File: config.mk
export PLATFORM = sky130hd
export DESIGN_NAME = k_way_sorted_merge_core
export DESIGN_NICKNAME = d
export VERILOG_FILES = /design/src/sv/kwm_pkg.sv /design/src/sv/kwm_cell.sv /design/src/sv/kwm_chain.sv /design/src/sv/k_way_sorted_merge_core.sv
export SDC_FILE = /design/constraint.sdc
export NUM_CORES = 1
export LEC_CHECK = 0
export BUFFER_PORTS_ARGS = -buffer_cell sky130_fd_sc_hd__buf_2
export CAP_MARGIN = 5
export CORE_MARGIN = 3
export CORE_UTILIZATION = 50
export DETAILED_ROUTE_END_ITERATION = 8
export PLACE_DENSITY = 0.7
export SYNTH_ARGS = -nofsm -noshare
export SYNTH_HDL_FRONTEND = slang
export SYNTH_SLANG_ARGS = --single-unit
File: constraint.sdc
create_clock -name clk -period 5.75 [get_ports clk]
set_clock_uncertainty 0.1 [all_clocks]
set_input_delay 0.8625 -clock clk [delete_from_list [all_inputs] [get_ports clk]]
set_output_delay 0.8625 -clock clk [all_outputs]
set_load 0.01 [all_outputs]
File: src/sv/kwm_pkg.sv
// Shared types and helpers for the k-way sorted merge core.
// No dependencies; imported by the cell, the chain and the top level.
package kwm_pkg;

  // one stored entry: element value and the stream it came from
  typedef struct packed {
    logic signed [31:0] value;
    logic [2:0]         src;
  } kwm_entry_t;

  // per-cycle command broadcast along the chain
  typedef struct packed {
    logic push;
    logic pop;
  } kwm_ctl_t;

  // controller states, one-hot
  typedef enum logic [1:0] {
    ST_IDLE = 2'b01,
    ST_POP  = 2'b10
  } kwm_state_t;

  // true when entry a orders strictly ahead of entry b
  function automatic logic kwm_before(input kwm_entry_t a, input kwm_entry_t b);
    logic res;
    if (a.value != b.value) begin
      res = (a.value < b.value);
    end else begin
      res = (a.src < b.src);
    end
    return res;
  endfunction

endpackage

File: src/sv/kwm_cell.sv
// One slot of the sorted store: holds a single entry.
// Depends on kwm_pkg. Inserts from its left neighbor, shifts in from its right.
module kwm_cell
  import kwm_pkg::*;
(
  input  logic       clk,
  input  kwm_ctl_t   ctl,
  input  logic       occ,       // slot currently holds a live entry
  input  kwm_entry_t ins,       // entry being pushed, broadcast to all slots
  input  kwm_entry_t left_ent,  // neighbor toward the head
  input  logic       left_lt,   // new entry orders ahead of the left neighbor
  input  kwm_entry_t right_ent, // neighbor toward the tail
  output kwm_entry_t ent,
  output logic       lt
);

  kwm_entry_t ent_r;
  kwm_entry_t ent_nxt;

  // empty slots count as larger than anything
  assign lt  = !occ || kwm_before(ins, ent_r);
  assign ent = ent_r;

  // pop shifts toward the head; push opens a gap where the new entry lands
  always_comb begin
    ent_nxt = ent_r;
    if (ctl.pop) begin
      ent_nxt = right_ent;
    end else if (ctl.push && lt) begin
      ent_nxt = left_lt ? left_ent : ins;
    end
  end

  always_ff @(posedge clk) begin
    ent_r <= ent_nxt;
  end

endmodule

File: src/sv/kwm_chain.sv
// Row of kwm_cell slots kept in ascending order, head at slot 0.
// Depends on kwm_pkg and kwm_cell. Occupancy follows from the fill count.
module kwm_chain
  import kwm_pkg::*;
#(
  parameter int DEPTH = 8,
  parameter int SW    = $clog2(DEPTH + 1)
) (
  input  logic          clk,
  input  kwm_ctl_t      ctl,
  input  logic [SW-1:0] size,
  input  kwm_entry_t    ins,
  output kwm_entry_t    head
);

  kwm_entry_t ent_w [DEPTH];
  logic       lt_w  [DEPTH];
  logic       occ_w [DEPTH];

  genvar g;
  generate
    for (g = 0; g < DEPTH; g++) begin : g_cell
      kwm_entry_t left_e;
      logic       left_l;
      kwm_entry_t right_e;

      assign occ_w[g] = (int'(size) > g);

      if (g == 0) begin : g_first
        assign left_e = ins;
        assign left_l = 1'b0;
      end else begin : g_mid
        assign left_e = ent_w[g-1];
        assign left_l = lt_w[g-1];
      end

      if (g == DEPTH - 1) begin : g_tail
        assign right_e = ent_w[g];
      end else begin : g_body
        assign right_e = ent_w[g+1];
      end

      kwm_cell u_cell (
        .clk       (clk),
        .ctl       (ctl),
        .occ       (occ_w[g]),
        .ins       (ins),
        .left_ent  (left_e),
        .left_lt   (left_l),
        .right_ent (right_e),
        .ent       (ent_w[g]),
        .lt        (lt_w[g])
      );
    end
  endgenerate

  assign head = ent_w[0];

endmodule

File: src/sv/k_way_sorted_merge_core.sv
// K-way sorted merge: one item in, smallest stored entry out.
// Sequencing: a push is taken in the accept cycle, the pop runs in the next cycle and
// the result strobes in the cycle after; busy is high for that one pop cycle, and no
// new item is accepted while busy. Items without a result (load heads, ignored items)
// never raise busy; the all-empty marker strobes the cycle after its accept. Synchronous
// active-low reset empties the store and returns to load phase; stream count resets to 8.
// Results cannot be stalled.
module k_way_sorted_merge_core
  import kwm_pkg::*;
#(
  parameter int MAX_LISTS = 8
) (
  input  logic               clk,
  input  logic               rst_n,
  input  logic               cfg_we,
  input  logic [3:0]         cfg_wdata,
  input  logic               start,
  output logic               busy,
  input  logic [2:0]         in_list_index,
  input  logic signed [31:0] in_value,
  input  logic               in_present,
  output logic               out_strobe,
  output logic signed [31:0] out_value_res,
  output logic [2:0]         out_source_list,
  output logic               out_last,
  output logic               out_none
);

  localparam int SW = $clog2(MAX_LISTS + 1);

  kwm_state_t         state_r, state_nxt;
  logic [3:0]         list_count_r, list_count_nxt;
  logic [3:0]         heads_r, heads_nxt;
  logic [SW-1:0]      size_r, size_nxt;
  logic               merging_r, merging_nxt;
  logic               strobe_r, strobe_nxt;
  logic signed [31:0] oval_r, oval_nxt;
  logic [2:0]         osrc_r, osrc_nxt;
  logic               olast_r, olast_nxt;
  logic               onone_r, onone_nxt;

  logic [3:0]    count;
  logic          accept, valid_src, full, do_push;
  logic [SW-1:0] size_after;
  logic [3:0]    heads_inc;
  kwm_ctl_t      ctl;
  kwm_entry_t    ins, head;

  // clamp the stream count into 1..MAX_LISTS
  always_comb begin
    if (list_count_r == 4'd0) begin
      count = 4'd1;
    end else if (int'(list_count_r) > MAX_LISTS) begin
      count = 4'(MAX_LISTS);
    end else begin
      count = list_count_r;
    end
  end

  assign busy       = (state_r == ST_POP);
  assign accept     = start && !busy;
  assign valid_src  = ({1'b0, in_list_index} < count);
  assign full       = (size_r == SW'(MAX_LISTS));
  assign do_push    = accept && valid_src && in_present && !full;
  assign size_after = size_r + SW'(do_push);
  assign heads_inc  = heads_r + 4'd1;

  assign ins.value = in_value;
  assign ins.src   = in_list_index;

  // sequencer: push on accept, pop in the following cycle
  always_comb begin
    state_nxt      = state_r;
    list_count_nxt = cfg_we ? cfg_wdata : list_count_r;
    heads_nxt      = heads_r;
    size_nxt       = size_r;
    merging_nxt    = merging_r;
    strobe_nxt     = 1'b0;
    oval_nxt       = oval_r;
    osrc_nxt       = osrc_r;
    olast_nxt      = olast_r;
    onone_nxt      = onone_r;
    ctl.push       = do_push;
    ctl.pop        = 1'b0;
    case (state_r)
      ST_IDLE: begin
        if (accept && valid_src) begin
          size_nxt = size_after;
          if (!merging_r) begin
            heads_nxt = heads_inc;
            if (heads_inc >= count) begin
              if (size_after == '0) begin
                // every stream empty: marker result, stay in load
                heads_nxt  = 4'd0;
                strobe_nxt = 1'b1;
                oval_nxt   = 32'sd0;
                osrc_nxt   = 3'd0;
                olast_nxt  = 1'b1;
                onone_nxt  = 1'b1;
              end else begin
                merging_nxt = 1'b1;
                state_nxt   = ST_POP;
              end
            end
          end else if (size_after == '0) begin
            merging_nxt = 1'b0;
            heads_nxt   = 4'd0;
          end else begin
            state_nxt = ST_POP;
          end
        end
      end
      ST_POP: begin
        ctl.pop    = 1'b1;
        size_nxt   = size_r - SW'(1);
        strobe_nxt = 1'b1;
        oval_nxt   = head.value;
        osrc_nxt   = head.src;
        onone_nxt  = 1'b0;
        olast_nxt  = (size_r == SW'(1));
        if (size_r == SW'(1)) begin
          merging_nxt = 1'b0;
          heads_nxt   = 4'd0;
        end
        state_nxt = ST_IDLE;
      end
      default: begin
        state_nxt = ST_IDLE;
      end
    endcase
  end

  // control registers
  always_ff @(posedge clk) begin
    if (!rst_n) begin
      state_r      <= ST_IDLE;
      list_count_r <= 4'd8;
      heads_r      <= 4'd0;
      size_r       <= '0;
      merging_r    <= 1'b0;
      strobe_r     <= 1'b0;
    end else begin
      state_r      <= state_nxt;
      list_count_r <= list_count_nxt;
      heads_r      <= heads_nxt;
      size_r       <= size_nxt;
      merging_r    <= merging_nxt;
      strobe_r     <= strobe_nxt;
    end
  end

  // result payload
  always_ff @(posedge clk) begin
    oval_r  <= oval_nxt;
    osrc_r  <= osrc_nxt;
    olast_r <= olast_nxt;
    onone_r <= onone_nxt;
  end

  kwm_chain #(
    .DEPTH (MAX_LISTS),
    .SW    (SW)
  ) u_chain (
    .clk  (clk),
    .ctl  (ctl),
    .size (size_r),
    .ins  (ins),
    .head (head)
  );

  assign out_strobe      = strobe_r;
  assign out_value_res   = oval_r;
  assign out_source_list = osrc_r;
  assign out_last        = olast_r;
  assign out_none        = onone_r;

endmodule

## Yosys cells after proc, flatten, opt, wreduce, memory -nomap -nowiden

Cells that the tools add are included.
W data, S select, Z words.

| storage, ports and cells | value |
|---|---|
| logic and storage cells | 194 |
| register bits | 333 |
| input port bits | 44 |
| output and inout port bits | 39 |

| cells by class | value |
|---|---|
| mux-type cells | 71 |
| $add $sub $neg | 3 |
| eq/ne operators | 18 |
| reduce and logical (&&, ||, !) cells | 48 |
| magnitude comparators | 27 |
| bitwise logic cells | 1 |

Operators with widths:

| cell | count |
|---|---|
| $mux W35 | 21 |
| $lt A32 B32 Y1 | 8 |
| $ne A32 B32 Y1 | 8 |
| $mux W32 | 4 |
| $pmux W32 S2 | 1 |
| $mux W4 | 9 |
| $lt A3 B3 Y1 | 8 |
| $mux W1 | 22 |
| $reduce_bool A2 Y1 | 9 |
| $gt A4 B3 Y1 const B | 4 |
| $pmux W4 S2 | 2 |
| $logic_and A1 B1 Y1 | 12 |
| $mux W3 | 4 |
| $logic_not A1 Y1 | 10 |
| $gt A4 B1 Y1 const B | 2 |
| $gt A4 B2 Y1 const B | 2 |
| $logic_not A4 Y1 | 2 |
| $logic_or A1 B1 Y1 | 8 |
| $ne A2 B2 Y1 const B | 4 |
| $pmux W1 S2 | 4 |
| $reduce_and A2 Y1 | 4 |
| $mux W2 | 3 |
| $pmux W3 S2 | 1 |
| $reduce_and A5 Y1 | 1 |
| 15 further kinds | 15 |

## Depth between registers and ports, before layout

Gate-level depths: netlist (run 1).

| depth | value |
|---|---|
| depth in word-level cells | 14 |
| gate-level depth with buffers | 15 |
| gate-level depth less buffers | 15 |

## By module

From an unflattened synthesis (run 1), not the netlist that was laid out.

| second synthesis, totals | value |
|---|---|
| cell total of the unflattened synthesis | 2461 |
| area total of the unflattened synthesis | 24163.2 µm² |

Modules (own cells, without submodules):

| module | area an instance (µm²) | sequential area each (µm²) | cells each | instances |
|---|---|---|---|---|
| kwm_cell | 2708.8 | 1051.0 | 281 | 8 |
| k_way_sorted_merge_core | 2424.8 | 1431.4 | 203 | 1 |
| kwm_chain | 67.6 | 0.0 | 10 | 1 |

## Worst setup path before layout (run 1)

OpenSTA, ideal clock, no wires.

| timing | value |
|---|---|
| kind | input port to flip-flop |
| start | in in_value[0] |
| end | reg u_chain.g_cell[5].u_cell.ent_r, in the netlist u_chain.g_cell[5].u_cell.ent[0], enable pin |
| required time | 5.170 ns |
| buffers on the path | 2 |
| data arrival time | 5.325 ns |
| path slack | -0.155 ns |
| setup time | 0.480 ns |
| stages | 10 |
| path through | inv_1 -> ha_1 -> nand2b_1 -> a2111oi_0 -> nor3_1 -> a211o_1 -> and2_1 -> buf_2 -> clkbuf_1 -> o31ai_1 |

| between the ends | value |
|---|---|
| word-level cells in the longest chain between the ends | 5 |
| elaborated cells between the ends (all ways) | 6 |
| those cells by class | order compare (1); eq/ne (1); mux (1); reduce/logical (3) |

RTL lines:

| what | line | text |
|---|---|---|
| start: declaration | k_way_sorted_merge_core.sv:20 | `input logic signed [31:0] in_value,` |
| $lt A32 B32 Y1 or $ne A32 B32 Y1 (tied branches) | kwm_pkg.sv:27, kwm_pkg.sv:26 |  |
| $mux W1 (*) | kwm_pkg.sv:26 | `if (a.value != b.value) begin` |
| $logic_or A1 B1 Y1 (*) | kwm_cell.sv:21 | `assign lt = !occ \|\| kwm_before(ins, ent_r);` |
| $logic_and A1 B1 Y1 (*) | kwm_cell.sv:29 | `end else if (ctl.push && lt) begin` |
| $reduce_bool A2 Y1 (no source line) (*) | - |  |
| end signal: assignment | kwm_cell.sv:35 | `ent_r <= ent_nxt;` |
| end: declaration | kwm_cell.sv:17 | `kwm_entry_t ent_r;` |

Every way passes the cells marked *; elsewhere a longest branch is shown, timed or not.
A chain may end at the register's enable or synchronous reset.

## Worst setup path after layout (run 1)

| timing | value |
|---|---|
| start | in in_value[0] |
| end | reg u_chain.g_cell[5].u_cell.ent_r, in the netlist u_chain.g_cell[5].u_cell.ent[11], enable pin |

The elaborated chain is that of the path after synthesis.

==> insert_results.sql, run 1 <==
INSERT INTO impl_metrics (metric_group, metric, value, unit) VALUES
('sta', 'max_clock_freq', '214', 'MHz'),
('cts', 'cts-hold-fix-buffers', '0', ''),
('synth', 'postSynth.asyncResetShare', '0', '%'),
('grt', 'grt_first_pass_wirelength', '105000', 'um'),
('sta', 'timing.final.max_slew_violations', '0', ''),
('routing', 'residual_drc', '0', ''),
('placed_design', 'placed_cells_incl_taps', '2863', ''),
('layout', 'final_nets', '2633', ''),
('synth', 'synth.ff_latch_count', '333', ''),
('synth', 'ys_warn_count', '0', ''),
('cts', 'tritoncts_num_sinks', '333', ''),
('worst_setup_path', 'reg2reg_slack', '1100', 'ps'),
('floorplan', 'die_height', '223', 'um'),
('outcome', 'status', 'finished, final reports clean', ''),
('worst_setup_path', 'critical_path.cell_chain', 'buf_2, inv_1, ha_1, nand4_1, nor4_2, nor3b_1, nor4b_1, and2_1, o31ai_4, buf_4', ''),
('synth', 'synth_enable_flop_cells', '317', ''),
('floorplan', 'rows', '78', ''),
('worst_setup_path', 'reg2reg_to', 'out_value_res[11]', ''),
('sta', 'final_min_period_over_clock_period', '81.3', '%'),
('routing', 'vias', '19000', ''),
('cts', 'clock_path_buffers', '3', ''),
('floorplan', 'floorplan.die.width', '223', 'um'),
('worst_setup_path', 'worstPathArrival', '4800', 'ps'),
('routing', 'wire_per_inst', '22.5', 'um'),
('grt', 'grt.total_usage', '25.9', '%'),
('grt', 'grt_start_max_net_pins', '111', ''),
('synth', 'synthDistinctLibCells', '78', ''),
('layout', 'fillCellCount', '3950', ''),
('sta', 'period_minus_slack', '4670', 'ps'),
('floorplan', 'start_util', '51.2', '%'),
('power_and_ir_drop', 'power_per_cell_area', '254', 'nW/um2'),
('sta', 'setup_violations', '0', ''),
('worst_setup_path', 'crit_path_max_incr_delay', '850', 'ps'),
('layout', 'mostFrequentLayoutCells', '317 x edfxtp_1, 285 x ha_1, 284 x inv_1', ''),
('worst_setup_path', 'cpMaxStageDelayCell', 'o31ai_4', ''),
('routing', 'detailed_routing_iterations_pass_1', '7', ''),
('placed_design', 'routabilityCongestion', '0.903', ''),
('hold_path', 'min_path_type', 'flip-flop to flip-flop', ''),
('worst_setup_path', 'critPathRequiredTime', '5870', 'ps'),
('synth', 'synth_area_per_cell', '10.3', 'um2'),
('cts', 'post_cts_resize_count', '0', ''),
('cts', 'insertion_delay', '540', 'ps'),
('worst_setup_path', 'category_of_the_critical_setup_timing_path', 'input pin to flip-flop', ''),
('layout', 'flow.area_growth_from_synthesis', '9.49', '%'),
('sta', 'worst_pin_slew', '1220', 'ps'),
('cts', 'cts-root-buf', 'clkbuf_16', ''),
('floorplan', 'io_count', '83', ''),
('worst_setup_path', 'startpoint', 'in_value[0]', ''),
('worst_setup_path', 'critPathLaunchType', 'input pin', ''),
('layout', 'fraction_of_layout_cells_with_a_size_suffix_above_1', '11.4', '%'),
('floorplan', 'core', '45900', 'um2'),
('power_and_ir_drop', 'irDropWorstVdd', '0.240', 'mV'),
('sta', 'rsz0062_at_grt', 'false', ''),
('power_and_ir_drop', 'total_power', '6530', 'uW'),
('synth', 'synthCells', '2271', ''),
('layout', 'mostFrequentLayoutCell', 'edfxtp_1', ''),
('flow_run', 'maximum_capacitance_violations', '0', ''),
('cts', 'post-cts-setup-buffers', '0', ''),
('cts', 'clk_pin_slew_worst_paths', '60', 'ps'),
('cts', 'number_of_clock_buffers_inserted_by_tritoncts', '38', ''),
('floorplan', 'dieArea', '49600', 'um2'),
('synth', 'synth_seq_area_share', '41.9', '%'),
('sta', 'final_hold_viol_count', '0', ''),
('cts', 'cts_tree', 'yes', ''),
('routing', 'postRouteWirelength', '65900', 'um'),
('placed_design', 'detailedPlacementHpwl', '47300', 'um'),
('worst_setup_path', 'worstSetupEndpoint', 'u_chain.g_cell[5].u_cell.ent[11]', ''),
('sta', 'timing.slew.headroom', '16.9', '%'),
('cts', 'cts_htree_levels', '2', ''),
('routing', 'route.detailed.vias_per_inst', '6.48', ''),
('layout', 'final_cell_count_no_fill', '2933', '');
[cell families (layout without fill, tap and decap cells)]
kind of cell | Yosys count | in the layout | synth area share [%]
buffers and inverters | 406 | 467 | 7.07
adder cells (fa/ha/maj) | 286 | 286 | 15.3
AO/OA/AOI/OAI | 708 | 708 | 20.2
multiplexers | 152 | 152 | 6.87
other | 0 | 1 | 0
AND/OR/NAND/NOR | 382 | 382 | 8.51
XOR/XNOR | 4 | 4 | 0.149
flip-flops | 333 | 333 | 41.9
[how the worst min path moves through the flow]
stage                from         end  slack [ps]  cells after the start
5_1_grt        state_r[0]  state_r[0]         410                      1
6_report       state_r[0]  state_r[0]         390                      1
2_1_floorplan  state_r[1]  state_r[1]         350                      2
3_5_place_dp   state_r[0]  state_r[0]         380                      1
3_3_place_gp   state_r[0]  state_r[0]         370                      1
4_1_cts        state_r[0]  state_r[0]         400                      1
[sequential cells by signal, summed over array words and instances (netlist names)]
register / flops
u_chain.g_cell.u_cell.ent: 280
size_r: 4
out_value_res: 32
heads_r: 4
list_count_r: 4
merging_r: 1
state_r: 2
out_strobe: 1
out_source_list: 3
out_last: 1
out_none: 1
[critical path: cells and delay by family]
family | cells | cell delay [ps]
buffers and inverters | 3 | 830
and+or+nand+nor | 5 | 1850
adders and majority gates | 1 | 380
AOI/OAI and AO/OA | 1 | 850
[cell type report]
cell class	count	area, um2	area share, %
antenna	1	2.50	0.00974
inverter	285	1070	4.17
sequential	333	9840	38.3
multi-input combinational	1532	12100	47.3
clock buffer	54	1090	4.26
clock inverter	15	140	0.545
timing repair buffer	113	643	2.50
tap	600	751	2.92
[cell usage after synthesis (17+ instances only)]
cell type / count / area, um2
nor4_1: 17 / 106
a21oi_1: 144 / 721
a22oi_1: 133 / 998
mux2i_1: 80 / 801
inv_1: 285 / 1070
mux2_2: 69 / 777
edfxtp_1: 317 / 9520
nand2_1: 66 / 248
o211a_1: 35 / 350
ha_1: 286 / 3580
o21ai_0: 138 / 691
nand4_1: 61 / 382
nand2b_1: 42 / 263
a31oi_1: 107 / 669
buf_2: 17 / 85.1
a221o_1: 37 / 370
nor2_1: 95 / 357
nand3_1: 28 / 140
clkbuf_1: 78 / 293
[stage by stage]
step	area [um2]	utilization, %	hold WS (ps)	setup slack (ps)
6_report	25700	56.0	390	1080
5_1_grt	25700	56.0	413	769
4_1_cts	25700	56.0	396	1080
3_5_place_dp	24500	53.3	381	642
3_3_place_gp	24500	53.3	369	655
2_1_floorplan	23500	-	351	56.3
[power breakdown]
group | internal, uW | switching [uW]
logic | 420 | 673
clock network | 1460 | 1010
registers | 2860 | 98.7
[metal layers]
layer	GRT usage, %	routed length, um	up-vias
met3	3.73	4180	128
met1	34.6	27800	9440
li1	-	-	8723
met5	0	11	-
met4	7.03	1750	2
met2	44.2	32100	724
Note: power is estimated with default switching activity, not from simulation.
==> run 2: changes to the inputs <==
Clock period 5.75 ns to 4.1 ns, I/O delays scaled along.
==> run 2 against run 1 <==
Count of clock-buffer cells in the layout decreased by 8. Via count increased by 2.0%. Global-route usage is 1.4 points higher. Sequential power is 40% higher. Sequential share of layout area is 0.94 points lower. Clock power grew 40%. Critical path depth up 4. Wire length rose by 5.1%. Critical path type is now flip-flop to flip-flop. Largest cell class unchanged.
==> insert_results.sql, run 2 (synthesized netlist as in run 1, its figures left out) <==
INSERT INTO impl_metrics (metric_group, metric, value, unit) VALUES
('outcome', 'status', 'finished, final reports clean', ''),
('layout', 'mostFrequentLayoutCell', 'edfxtp_1', ''),
('cts', 'cts_tree', 'yes', ''),
('cts', 'cts_htree_levels', '2', ''),
('layout', 'final_cell_count_no_fill', '2989', ''),
('floorplan', 'rows', '78', ''),
('power_and_ir_drop', 'irDropWorstVdd', '0.360', 'mV'),
('routing', 'drt_iter0_markers', '2074', ''),
('worst_setup_path', 'crit_path_max_incr_delay', '400', 'ps'),
('sta', 'rsz0062_at_grt', 'false', ''),
('worst_setup_path', 'crit_path_end_kind', 'flip-flop', ''),
('layout', 'fillCellCount', '3920', ''),
('grt', 'grt_first_pass_wirelength', '109000', 'um'),
('worst_setup_path', 'critPathLaunchType', 'flip-flop', ''),
('layout', 'post-route-cell-area', '26300', 'um2'),
('layout', 'mostFrequentLayoutCells', '317 x edfxtp_1, 285 x ha_1, 284 x inv_1', ''),
('floorplan', 'io_count', '83', ''),
('placed_design', 'placed_cells_incl_taps', '2919', ''),
('layout', 'fraction_of_layout_cells_with_a_size_suffix_above_1', '13.7', '%'),
('routing', 'number_of_nets_with_antenna_violations_after_routing', '0', ''),
('grt', 'grt_start_max_net_pins', '190', ''),
('grt', 'groute.layer.met1.usage', '35.9', '%'),
('layout', 'postLayoutCoreUtil', '57.4', '%'),
('grt', 'grt_use_met2', '45.0', '%'),
('worst_setup_path', 'worstSetupEndpoint', 'out_value_res[25]', ''),
('routing', 'route.detailed.vias_per_inst', '6.49', ''),
('cts', 'cts-root-buf', 'clkbuf_16', ''),
('worst_setup_path', 'startpoint', 'list_count_r[3]', ''),
('worst_setup_path', 'critPathMostFrequentCell', 'ha_1', ''),
('routing', 'vias', '19400', ''),
('grt', 'first_global_vias', '19400', ''),
('worst_setup_path', 'worst_r2r_startpoint', 'list_count_r[3]', ''),
('sta', 'period_minus_slack', '3900', 'ps'),
('floorplan', 'floorplan.die.width', '223', 'um'),
('floorplan', 'dieArea', '49600', 'um2'),
('placed_design', 'port_buffers', '82', ''),
('sta', 'final_hold_viol_count', '0', ''),
('cts', 'number_of_clock_buffers_inserted_by_tritoncts', '40', ''),
('placed_design', 'detailedPlacementHpwl', '50000', 'um'),
('sta', 'timing.slew.headroom', '26.3', '%'),
('worst_setup_path', 'worstPathArrival', '4070', 'ps'),
('placed_design', 'routabilityCongestion', '0.896', ''),
('worst_setup_path', 'reg2reg_slack', '200', 'ps'),
('routing', 'wire_per_inst', '23.2', 'um'),
('layout', 'antenna_cells', '0', ''),
('cts', 'clk_pin_slew_worst_paths', '60', 'ps'),
('cts', 'tritoncts_num_sinks', '333', ''),
('hold_path', 'holdPathStages', '3', ''),
('floorplan', 'start_util', '51.2', '%'),
('worst_setup_path', 'critical_path.cell_chain', 'inv_1, nand2_1, ha_1, nor2_1, o211ai_1, o31a_1, nor2_1, ha_1, ha_1, or3_4, a211oi_4, nand3_1, a21oi_4, buf_12', ''),
('floorplan', 'core', '45900', 'um2'),
('worst_setup_path', 'cpMaxStageDelayCell', 'a211oi_4', ''),
('hold_path', 'min_path_type', 'input pin to flip-flop', ''),
('cts', 'insertion_delay', '570', 'ps'),
('sta', 'max_clock_freq', '256', 'MHz'),
('routing', 'postRouteWirelength', '69200', 'um'),
('sta', 'final_min_period_over_clock_period', '95.2', '%'),
('routing', 'residual_drc', '0', ''),
('grt', 'grt_antenna_before_repair', '0', ''),
('sta', 'setup_violations', '0', ''),
('power_and_ir_drop', 'power_leakage', '0.0117', 'uW'),
('layout', 'flow.area_growth_from_synthesis', '12.2', '%'),
('power_and_ir_drop', 'power_per_cell_area', '351', 'nW/um2'),
('layout', 'largest_register_ffs', '280', ''),
('flow_run', 'maximum_capacitance_violations', '0', ''),
('cts', 'post-cts-setup-buffers', '0', ''),
('sta', 'timing.final.max_slew_violations', '0', ''),
('worst_setup_path', 'category_of_the_critical_setup_timing_path', 'flip-flop to flip-flop', ''),
('grt', 'grt_most_used_layer', 'met2', ''),
('routing', 'detailed_routing_iterations_pass_1', '6', ''),
('worst_setup_path', 'number_of_cells_traversed_by_the_worst_register_to_register_path', '14', ''),
('grt', 'grt.total_usage', '27.3', '%'),
('cts', 'clock_path_buffers', '3', ''),
('sta', 'worst_pin_slew', '1110', 'ps'),
('worst_setup_path', 'path_max_fanout', '18', ''),
('sta', 'total_negative_slack_for_setup_checks', '0', 'ps'),
('floorplan', 'die_height', '223', 'um'),
('layout', 'final_nets', '2691', ''),
('placed_design', 'area_post_placement', '25100', 'um2'),
('worst_setup_path', 'reg2reg_to', 'out_value_res[25]', ''),
('grt', 'met3_usage', '4.14', '%'),
('worst_setup_path', 'critPathRequiredTime', '4260', 'ps'),
('grt', 'globalRoute.totalOverflow', '0', '');
-- run 2: layer usage --
layer	vias up	part of all wire [%]
li1	8851	-
met1	9496	42
met2	890	47
met3	152	6.9
met4	0	4.0
met5	-	0
-- run 2: final cells by class --
type / count / area, um2 / share of cell area [%]
multi-input cells: 1532 / 12200 / 46.2
repair buffers: 169 / 1290 / 4.89
clock inverters: 24 / 181 / 0.689
well taps: 600 / 751 / 2.85
clock buffers: 46 / 1040 / 3.97
flip-flops and latches: 333 / 9840 / 37.4
inverters: 285 / 1070 / 4.07
-- run 2: where the power goes --
group / internal, uW / switching (uW)
sequential: 4010 / 135
combinational: 650 / 984
clock: 2000 / 1460
total: 6660 / 2580
-- run 2: per-stage QoR --
step / setup WS, ps / hold slack [ps] / power (uW)
6_report: 196 / 193 / 9240
3_3_place_gp: 156 / 368 / 5710
5_1_grt: 5.08 / 197 / 9600
2_1_floorplan: 177 / 351 / 5180
3_5_place_dp: 62.9 / 382 / 5810
4_1_cts: 184 / 175 / 9240
-- run 2: how the worst min path moves through the flow --
| stage | from | endpoint | slack (ps) |
|---|---|---|---|
| 3_5_place_dp | state_r[0] | state_r[0] | 380 |
| 3_3_place_gp | state_r[0] | state_r[0] | 370 |
| 6_report | cfg_wdata[3] | list_count_r[3] | 190 |
| 4_1_cts | cfg_wdata[3] | list_count_r[3] | 180 |
| 2_1_floorplan | state_r[1] | state_r[1] | 350 |
| 5_1_grt | cfg_wdata[3] | list_count_r[3] | 200 |
-- run 2: worst max-delay path: cells and delay by family (launching register included) --
family	cells	cell delay [ps]
fa+ha+maj	3	750
buf+inv	2	340
flops	1	350
simple gates	5	840
compound gates	4	1200
-- run 2: what timing repair did --
action                     4_1_cts  5_1_grt
hold endpoints to repair         0        0
hold buffers                     0        0
resized for setup                0        1
setup endpoints to repair        0        4
